**src/rtl/core/imu_bias_calibrate_launch_integrate_defines.svh**
```systemverilog
// Assertion macros shared by the IMU calibration and integration block.
// Needs only a clock and an active-low reset in the including module.
`ifndef IMU_BIAS_CALIBRATE_LAUNCH_INTEGRATE_DEFINES_SVH
`define IMU_BIAS_CALIBRATE_LAUNCH_INTEGRATE_DEFINES_SVH

// Same-cycle implication, disabled while reset is asserted.
`define IMUBC_ASSERT_IMPL(lbl, clk, rst_n, ante, cons, msg) \
  lbl: assert property (@(posedge clk) disable iff (!rst_n) (ante) |-> (cons)) \
    else $error(msg);

// Next-cycle implication, disabled while reset is asserted.
`define IMUBC_ASSERT_NEXT(lbl, clk, rst_n, ante, cons, msg) \
  lbl: assert property (@(posedge clk) disable iff (!rst_n) (ante) |=> (cons)) \
    else $error(msg);

`endif

```
**src/rtl/core/imubc_pkg.sv**
```systemverilog
// Types and constants of the IMU calibration and integration block.
// No dependencies; used by every module of the block.
package imubc_pkg;

  localparam int unsigned FIELD_W    = 32;
  localparam int unsigned DT_W       = 24;
  localparam int unsigned CNT_W      = 16;
  localparam int unsigned DEN_W      = CNT_W + 1;
  localparam int unsigned CFG_ADDR_W = 2;
  localparam int unsigned CFG_DATA_W = 32;
  localparam int unsigned NUM_LANES  = 6;

  localparam logic [CFG_ADDR_W-1:0] CFG_CALIB_SAMPLES = 2'd0;
  localparam logic [CFG_ADDR_W-1:0] CFG_LAUNCH_THRESH = 2'd1;
  localparam logic [CFG_ADDR_W-1:0] CFG_DT_STEP       = 2'd2;

  localparam logic [CNT_W-1:0]          RST_CALIB_SAMPLES = 16'd2000;
  localparam logic signed [FIELD_W-1:0] RST_LAUNCH_THRESH = -32'sd969933;
  localparam logic [DT_W-1:0]           RST_DT_STEP       = 24'd33554;

  typedef struct packed {
    logic signed [FIELD_W-1:0] accel_x;
    logic signed [FIELD_W-1:0] accel_y;
    logic signed [FIELD_W-1:0] accel_z;
    logic signed [FIELD_W-1:0] gyro_x;
    logic signed [FIELD_W-1:0] gyro_y;
    logic signed [FIELD_W-1:0] gyro_z;
  } imu_in_t;

  typedef struct packed {
    logic                      launched;
    logic [FIELD_W-1:0]        flight_ticks;
    logic signed [FIELD_W-1:0] rate_x;
    logic signed [FIELD_W-1:0] rate_y;
    logic signed [FIELD_W-1:0] rate_z;
    logic signed [FIELD_W-1:0] acc_out_x;
    logic signed [FIELD_W-1:0] acc_out_y;
    logic signed [FIELD_W-1:0] acc_out_z;
    logic signed [FIELD_W-1:0] roll;
    logic signed [FIELD_W-1:0] pitch;
    logic signed [FIELD_W-1:0] yaw;
  } imu_out_t;

  typedef struct packed {
    logic             accum;
    logic             div_start;
    logic             div_step;
    logic             div_finish;
    logic             correct;
    logic             mul;
    logic             integ;
    logic [DEN_W-1:0] den;
  } lane_ctrl_t;

endpackage

```
**src/rtl/core/imubc_lane.sv**
```systemverilog
// One axis lane: saturating sum, serial bias divider and bias correction.
// Depends on imubc_pkg for the lane control struct and field widths.
module imubc_lane #(
  parameter int unsigned SAMPLE_WIDTH = 32,
  parameter int unsigned SUM_WIDTH    = 48
) (
  input  logic                           clk_i,
  input  logic                           rst_ni,
  input  imubc_pkg::lane_ctrl_t          ctrl_i,
  input  logic signed [SAMPLE_WIDTH-1:0] sample_i,
  output logic signed [SAMPLE_WIDTH-1:0] corrected_o
);
  import imubc_pkg::*;

  localparam int unsigned DIFF_W = FIELD_W + 2;
  localparam logic signed [SUM_WIDTH-1:0] SUM_MAX = {1'b0, {(SUM_WIDTH-1){1'b1}}};
  localparam logic signed [SUM_WIDTH-1:0] SUM_MIN = {1'b1, {(SUM_WIDTH-1){1'b0}}};
  localparam logic signed [DIFF_W-1:0] CORR_MAX =
    DIFF_W'((64'sd1 <<< (SAMPLE_WIDTH - 1)) - 64'sd1);
  localparam logic signed [DIFF_W-1:0] CORR_MIN = -CORR_MAX - DIFF_W'(1);
  localparam logic signed [SAMPLE_WIDTH-1:0] SMP_MAX = {1'b0, {(SAMPLE_WIDTH-1){1'b1}}};
  localparam logic signed [SAMPLE_WIDTH-1:0] SMP_MIN = {1'b1, {(SAMPLE_WIDTH-1){1'b0}}};

  logic signed [SUM_WIDTH-1:0]    sum_q, sum_d;
  logic signed [SUM_WIDTH:0]      sum_wide;
  logic signed [FIELD_W-1:0]      bias_q, bias_d;
  logic [SUM_WIDTH-1:0]           sum_mag;
  logic [SUM_WIDTH-1:0]           quo_q, quo_d;
  logic [DEN_W-1:0]               rem_q, rem_d;
  logic [DEN_W:0]                 rem_sh;
  logic [DEN_W:0]                 rem_sub;
  logic                           fits;
  logic                           neg_q, neg_d;
  logic [63:0]                    mag64;
  logic signed [DIFF_W-1:0]       diff;
  logic signed [SAMPLE_WIDTH-1:0] corrected_q, corrected_d;

  always_comb begin
    sum_wide = (SUM_WIDTH+1)'(sum_q) + (SUM_WIDTH+1)'(sample_i);
    sum_d    = sum_q;
    if (ctrl_i.accum) begin
      if (sum_wide[SUM_WIDTH] != sum_wide[SUM_WIDTH-1]) begin
        sum_d = sum_wide[SUM_WIDTH] ? SUM_MIN : SUM_MAX;
      end else begin
        sum_d = sum_wide[SUM_WIDTH-1:0];
      end
    end
  end

  assign sum_mag = sum_q[SUM_WIDTH-1] ? (~sum_q + SUM_WIDTH'(1)) : sum_q;
  assign rem_sh  = {rem_q, quo_q[SUM_WIDTH-1]};
  assign fits    = rem_sh >= {1'b0, ctrl_i.den};
  assign rem_sub = rem_sh - {1'b0, ctrl_i.den};
  assign mag64   = 64'(quo_q);

  always_comb begin
    quo_d  = quo_q;
    rem_d  = rem_q;
    neg_d  = neg_q;
    bias_d = bias_q;
    if (ctrl_i.div_start) begin
      quo_d = sum_mag;
      rem_d = '0;
      neg_d = sum_q[SUM_WIDTH-1];
    end else if (ctrl_i.div_step) begin
      quo_d = {quo_q[SUM_WIDTH-2:0], fits};
      rem_d = fits ? rem_sub[DEN_W-1:0] : rem_sh[DEN_W-1:0];
    end else if (ctrl_i.div_finish) begin
      if (neg_q) begin
        if ((|mag64[63:32]) || (mag64[31] && (|mag64[30:0]))) begin
          bias_d = {1'b1, {(FIELD_W-1){1'b0}}};
        end else begin
          bias_d = -$signed(mag64[31:0]);
        end
      end else begin
        if (|mag64[63:31]) begin
          bias_d = {1'b0, {(FIELD_W-1){1'b1}}};
        end else begin
          bias_d = $signed(mag64[31:0]);
        end
      end
    end
  end

  always_comb begin
    diff        = DIFF_W'(sample_i) - DIFF_W'(bias_q);
    corrected_d = corrected_q;
    if (ctrl_i.correct) begin
      if (diff > CORR_MAX) begin
        corrected_d = SMP_MAX;
      end else if (diff < CORR_MIN) begin
        corrected_d = SMP_MIN;
      end else begin
        corrected_d = diff[SAMPLE_WIDTH-1:0];
      end
    end
  end

  always_ff @(posedge clk_i or negedge rst_ni) begin
    if (!rst_ni) begin
      sum_q  <= '0;
      bias_q <= '0;
    end else begin
      sum_q  <= sum_d;
      bias_q <= bias_d;
    end
  end

  always_ff @(posedge clk_i) begin
    quo_q       <= quo_d;
    rem_q       <= rem_d;
    neg_q       <= neg_d;
    corrected_q <= corrected_d;
  end

  assign corrected_o = corrected_q;

endmodule

```
**config.mk**
```make
export PLATFORM = sky130hd
export DESIGN_NAME = imubc_lane
export DESIGN_NICKNAME = d
export VERILOG_FILES = /design/src/rtl/core/imu_bias_calibrate_launch_integrate_defines.svh /design/src/rtl/core/imubc_pkg.sv /design/src/rtl/core/imubc_lane.sv
export SDC_FILE = /design/constraint.sdc
export NUM_CORES = 1
export LEC_CHECK = 0
export BUFFER_PORTS_ARGS = -buffer_cell sky130_fd_sc_hd__buf_2
export CAP_MARGIN = 10
export CORE_MARGIN = 3
export CORE_UTILIZATION = 45
export DETAILED_ROUTE_END_ITERATION = 10
export PLACE_DENSITY = 0.69
export SLEW_MARGIN = 20
export SYNTH_ARGS = -nofsm -noshare
export SYNTH_HDL_FRONTEND = slang
export SYNTH_SLANG_ARGS = --single-unit
```
**constraint.sdc**
```tcl
create_clock -name clk_i -period 9.4 [get_ports clk_i]
set_clock_uncertainty 0.15 [all_clocks]
set_input_delay 0 -clock clk_i [delete_from_list [all_inputs] [get_ports clk_i]]
set_output_delay 0 -clock clk_i [all_outputs]
set_load 0.02 [all_outputs]
```
==> out/qor.yml <==
placed_design:
  io_buffers: 87
  gp_congestion: 0.8974
  dp_hpwl_um: 28010
floorplan:
  start_util_pct: 46.12
  die_w_um: 183.7
  core_area_mm2: 0.03083
  rows: 64
  die_y_um: 183.7
  die_area_mm2: 0.03376
  ios: 90
synth:
  synth_seq_area_share_pct: 33.58
  async_flop_share_pct: 44.94
  ys_ff_latch: 178
  synth_area_per_cell_um2: 8.218
  yosys.area_share.simple_pct: 15.04
  synth_area_mm2: 0.01422
  synthCells: 1730
  synth.distinct_cells: 77
  yosys-mux-area-fraction_pct: 0.5720
  yosys_most_used_dff: "edfxtp_1"
  synth_fp_nets: 1890
  yosysWarnings: 0
  synth_top_family_by_area: "compound AO/OA/AOI/OAI gates"
  synth-edff-count: 81
  synthAdderAreaFrac_pct: 9.276
  synth_compound_area_share_pct: 27.63
  synth_xor_area_share_pct: 7.824
clocking:
  cts_resized: 0
  clockBufferDepth: 2
  clock_latency_ns: 0.45
  ctsRootBufferMaster: "clkbuf_16"
  htree_levels: 4
  cts_made_buffers: 17
  clock-sinks: 178
  cts_tree: "built"
  clkTransAtPathRegs_ns: 0.08
cells_and_area:
  synthToLayoutAreaGrowth_pct: 9.417
  seq_area_mm2: 0.004775
  nets: 1920
  utilization_pct: 50.46
  drive_gt1_share_pct: 9.081
  multi_input_area_mm2: 0.008625
  fillers: 2940
  antenna_cells: 0
power_and_ir_drop:
  power_density_mw_per_mm2: 347.5
  peakVddDrop_uv: 333.3
  leakage_nw: 6.594
hold_path:
  whs_endpoint: "bias_q[1]"
  hold_class: "primary input to register"
  holdPathStages: 4
  hold_path.startpoint: "ctrl_i[20]"
sta:
  post-route-period-util_pct: 50.18
  slew_headroom_pct: 23.71
  maxSlewViolCount: 0
  max_freq_mhz: 212.0
  worst_slew_pin_slew_ns: 1.140
  hold_viol_final: 0
  rsz0062_at_grt: "false"
  final.setup.tns_ns: 0
  min_period_ns: 4.716
  finalSetupViolations: 0
detailed_routing:
  dr.pass1.iters: 6
  wl_per_cell_um: 17.36
  routed_wl_um: 37650
  ant_nets: 0
  via_per_inst: 5.868
  drc: 0
  vias: 12728
  drtIter0Drc: 658
global_routing:
  grt_pass1_wl_um: 61240
  track_usage_pct: 22.28
  antenna_found_initial: 1
  grt_max_degree: 81
  first_global_vias: 12083
  grt_overflow: 0
critical_path:
  r2r_start: "sum_q[2]"
  worstReg2RegEnd: "sum_q[32]"
  critical_path_class: "register to register"
  endpoint_kind: "register"
  crit_required_ns: 9.55
  ff2ff_setup_slack_ns: 4.68
  worstPathMaxFanout: 51
  r2r_cells: 13
  cp-start-kind: "register"
  critPathArrivalTime_ns: 4.87
run:
  cap_violations: 0
run_status:
  status: "complete, no violations"
-- worst max path at each step --
stage,from,to,slack [ns],cells after the start
6_report,sum_q[2],sum_q[32],4.68,13
5_1_grt,sum_q[0],sum_q[31],4.45,15
4_1_cts,sum_q[2],sum_q[11],4.65,13
3_5_place_dp,sum_q[2],sum_q[11],4.67,13
2_1_floorplan,quo_q[0],bias_q[25],5.48,14
3_3_place_gp,sum_q[2],sum_q[27],4.73,13
-- area by class of cell --
type | instances | area share [%]
multi-input cells | 1330 | 55.44
flip-flops and latches | 178 | 30.69
repair buffers | 103 | 3.804
well taps | 396 | 3.185
inverters | 130 | 3.137
clock buffers | 18 | 2.823
clock inverters | 14 | 0.9169
-- cells in the final DEF, fill, tap and decap left out, types with 7 or more instances in the layout --
master	instances
a211oi_1	20
a21o_1	49
a21oi_1	256
a221oi_1	12
a31oi_1	14
buf_2	85
buf_4	8
clkbuf_16	17
dfrtp_1	80
dfxtp_1	17
dlygate4sd3_1	8
edfxtp_1	81
ha_1	99
inv_1	129
mux2i_1	7
nand2_1	110
nand2b_1	15
nand3_1	21
nand3b_1	8
nand4_1	23
nor2_1	153
nor2b_1	15
nor3_1	37
nor4_1	9
o211ai_1	10
o21a_1	11
o21ai_0	108
o21bai_1	18
o22ai_1	51
o31ai_1	22
o41ai_1	10
or2_2	10
or3_1	22
xnor2_1	97
xor2_1	29
-- state kept, by name, indices dropped and copies added (netlist names) --
| signal | cells |
|---|---|
| quo_q | 48 |
| bias_q | 32 |
| sum_q | 48 |
| rem_q | 17 |
| corrected_o | 32 |
| neg_q | 1 |
-- metrics by stage --
step / hold slack, ns / instance area (µm²) / setup WS [ns] / std cells / total power [mW]
after floorplan: -0.4456 / 14220 / 5.480 / 1730 / 3.940
after global placement: 0.1048 / 14870 / 4.729 / 2128 / 4.595
after detailed placement: 0.1058 / 14880 / 4.665 / 2128 / 4.649
after CTS: 0.001005 / 15540 / 4.651 / 2168 / 5.399
after global routing: 0.01639 / 15560 / 4.447 / 2169 / 5.896
final: 0.01277 / 15560 / 4.684 / 2169 / 5.406
-- synthesized netlist by cell type, types with 11 or more instances --
| cell type | instances | area (µm²) |
|---|---|---|
| o21bai_1 | 18 | 135.1 |
| dfxtp_1 | 17 | 340.3 |
| a21oi_1 | 256 | 1281 |
| edfxtp_1 | 81 | 2432 |
| nand3_1 | 21 | 105.1 |
| a221oi_1 | 12 | 105.1 |
| o21a_1 | 11 | 82.58 |
| ha_1 | 99 | 1239 |
| nor2_1 | 153 | 574.3 |
| or3_1 | 22 | 137.6 |
| a211oi_1 | 20 | 150.1 |
| nor2b_1 | 15 | 93.84 |
| a31oi_1 | 14 | 87.58 |
| nand2b_1 | 15 | 93.84 |
| inv_1 | 130 | 488.0 |
| nand2_1 | 110 | 412.9 |
| nor3_1 | 37 | 185.2 |
| nand4_1 | 23 | 143.9 |
| dfrtp_1 | 80 | 2002 |
| o22ai_1 | 51 | 319.1 |
| xnor2_1 | 98 | 858.3 |
| xor2_1 | 29 | 254.0 |
| a21o_1 | 49 | 367.9 |
| clkbuf_1 | 84 | 315.3 |
| o31ai_1 | 22 | 165.2 |
| o21ai_0 | 108 | 540.5 |
-- critical path, stage by stage, from the launching register on --
cell and delay [ns]:
dfrtp_1 0.44, ha_1 0.34, nor2b_1 0.16, o2111ai_1 0.24, a21oi_1 0.17, o41a_1 0.51, o21a_1 0.29, or3b_2 0.49
a221oi_1 0.57, a21boi_4 0.10, buf_4 0.33, o21ai_2 0.19, buf_4 0.42, o22ai_1 0.16
-- what timing repair did --
| item | 4_1_cts | 5_1_grt |
|---|---|---|
| endpoints found under the hold margin | 142 | 0 |
| hold buffers | 8 | 0 |
| buffers inserted | 0 | 0 |
-- power breakdown --
part | internal, mW | switching [mW]
clock | 0.382 | 0.346
sequential | 1.24 | 0.275
combinational | 1.28 | 1.88
total | 2.90 | 2.50
-- metal layers --
metal	vias up	wire length (µm)	track usage, %
met4	2	923	8.044
li1	6363	-	-
met2	351	17470	37.06
met1	5955	17490	30.07
met5	-	11	0
met3	57	1756	2.671
-- cell families (layout without fill, tap and decap cells) --
logic type | after synthesis | after routing
AND/OR/NAND/NOR | 450 | 450
flip-flops | 178 | 178
multiplexers | 8 | 8
XOR/XNOR | 127 | 127
adder cells (fa/ha/maj) | 104 | 104
buffers and inverters | 222 | 265
AO/OA/AOI/OAI | 641 | 641
Power figures use the tool's default switching activity.
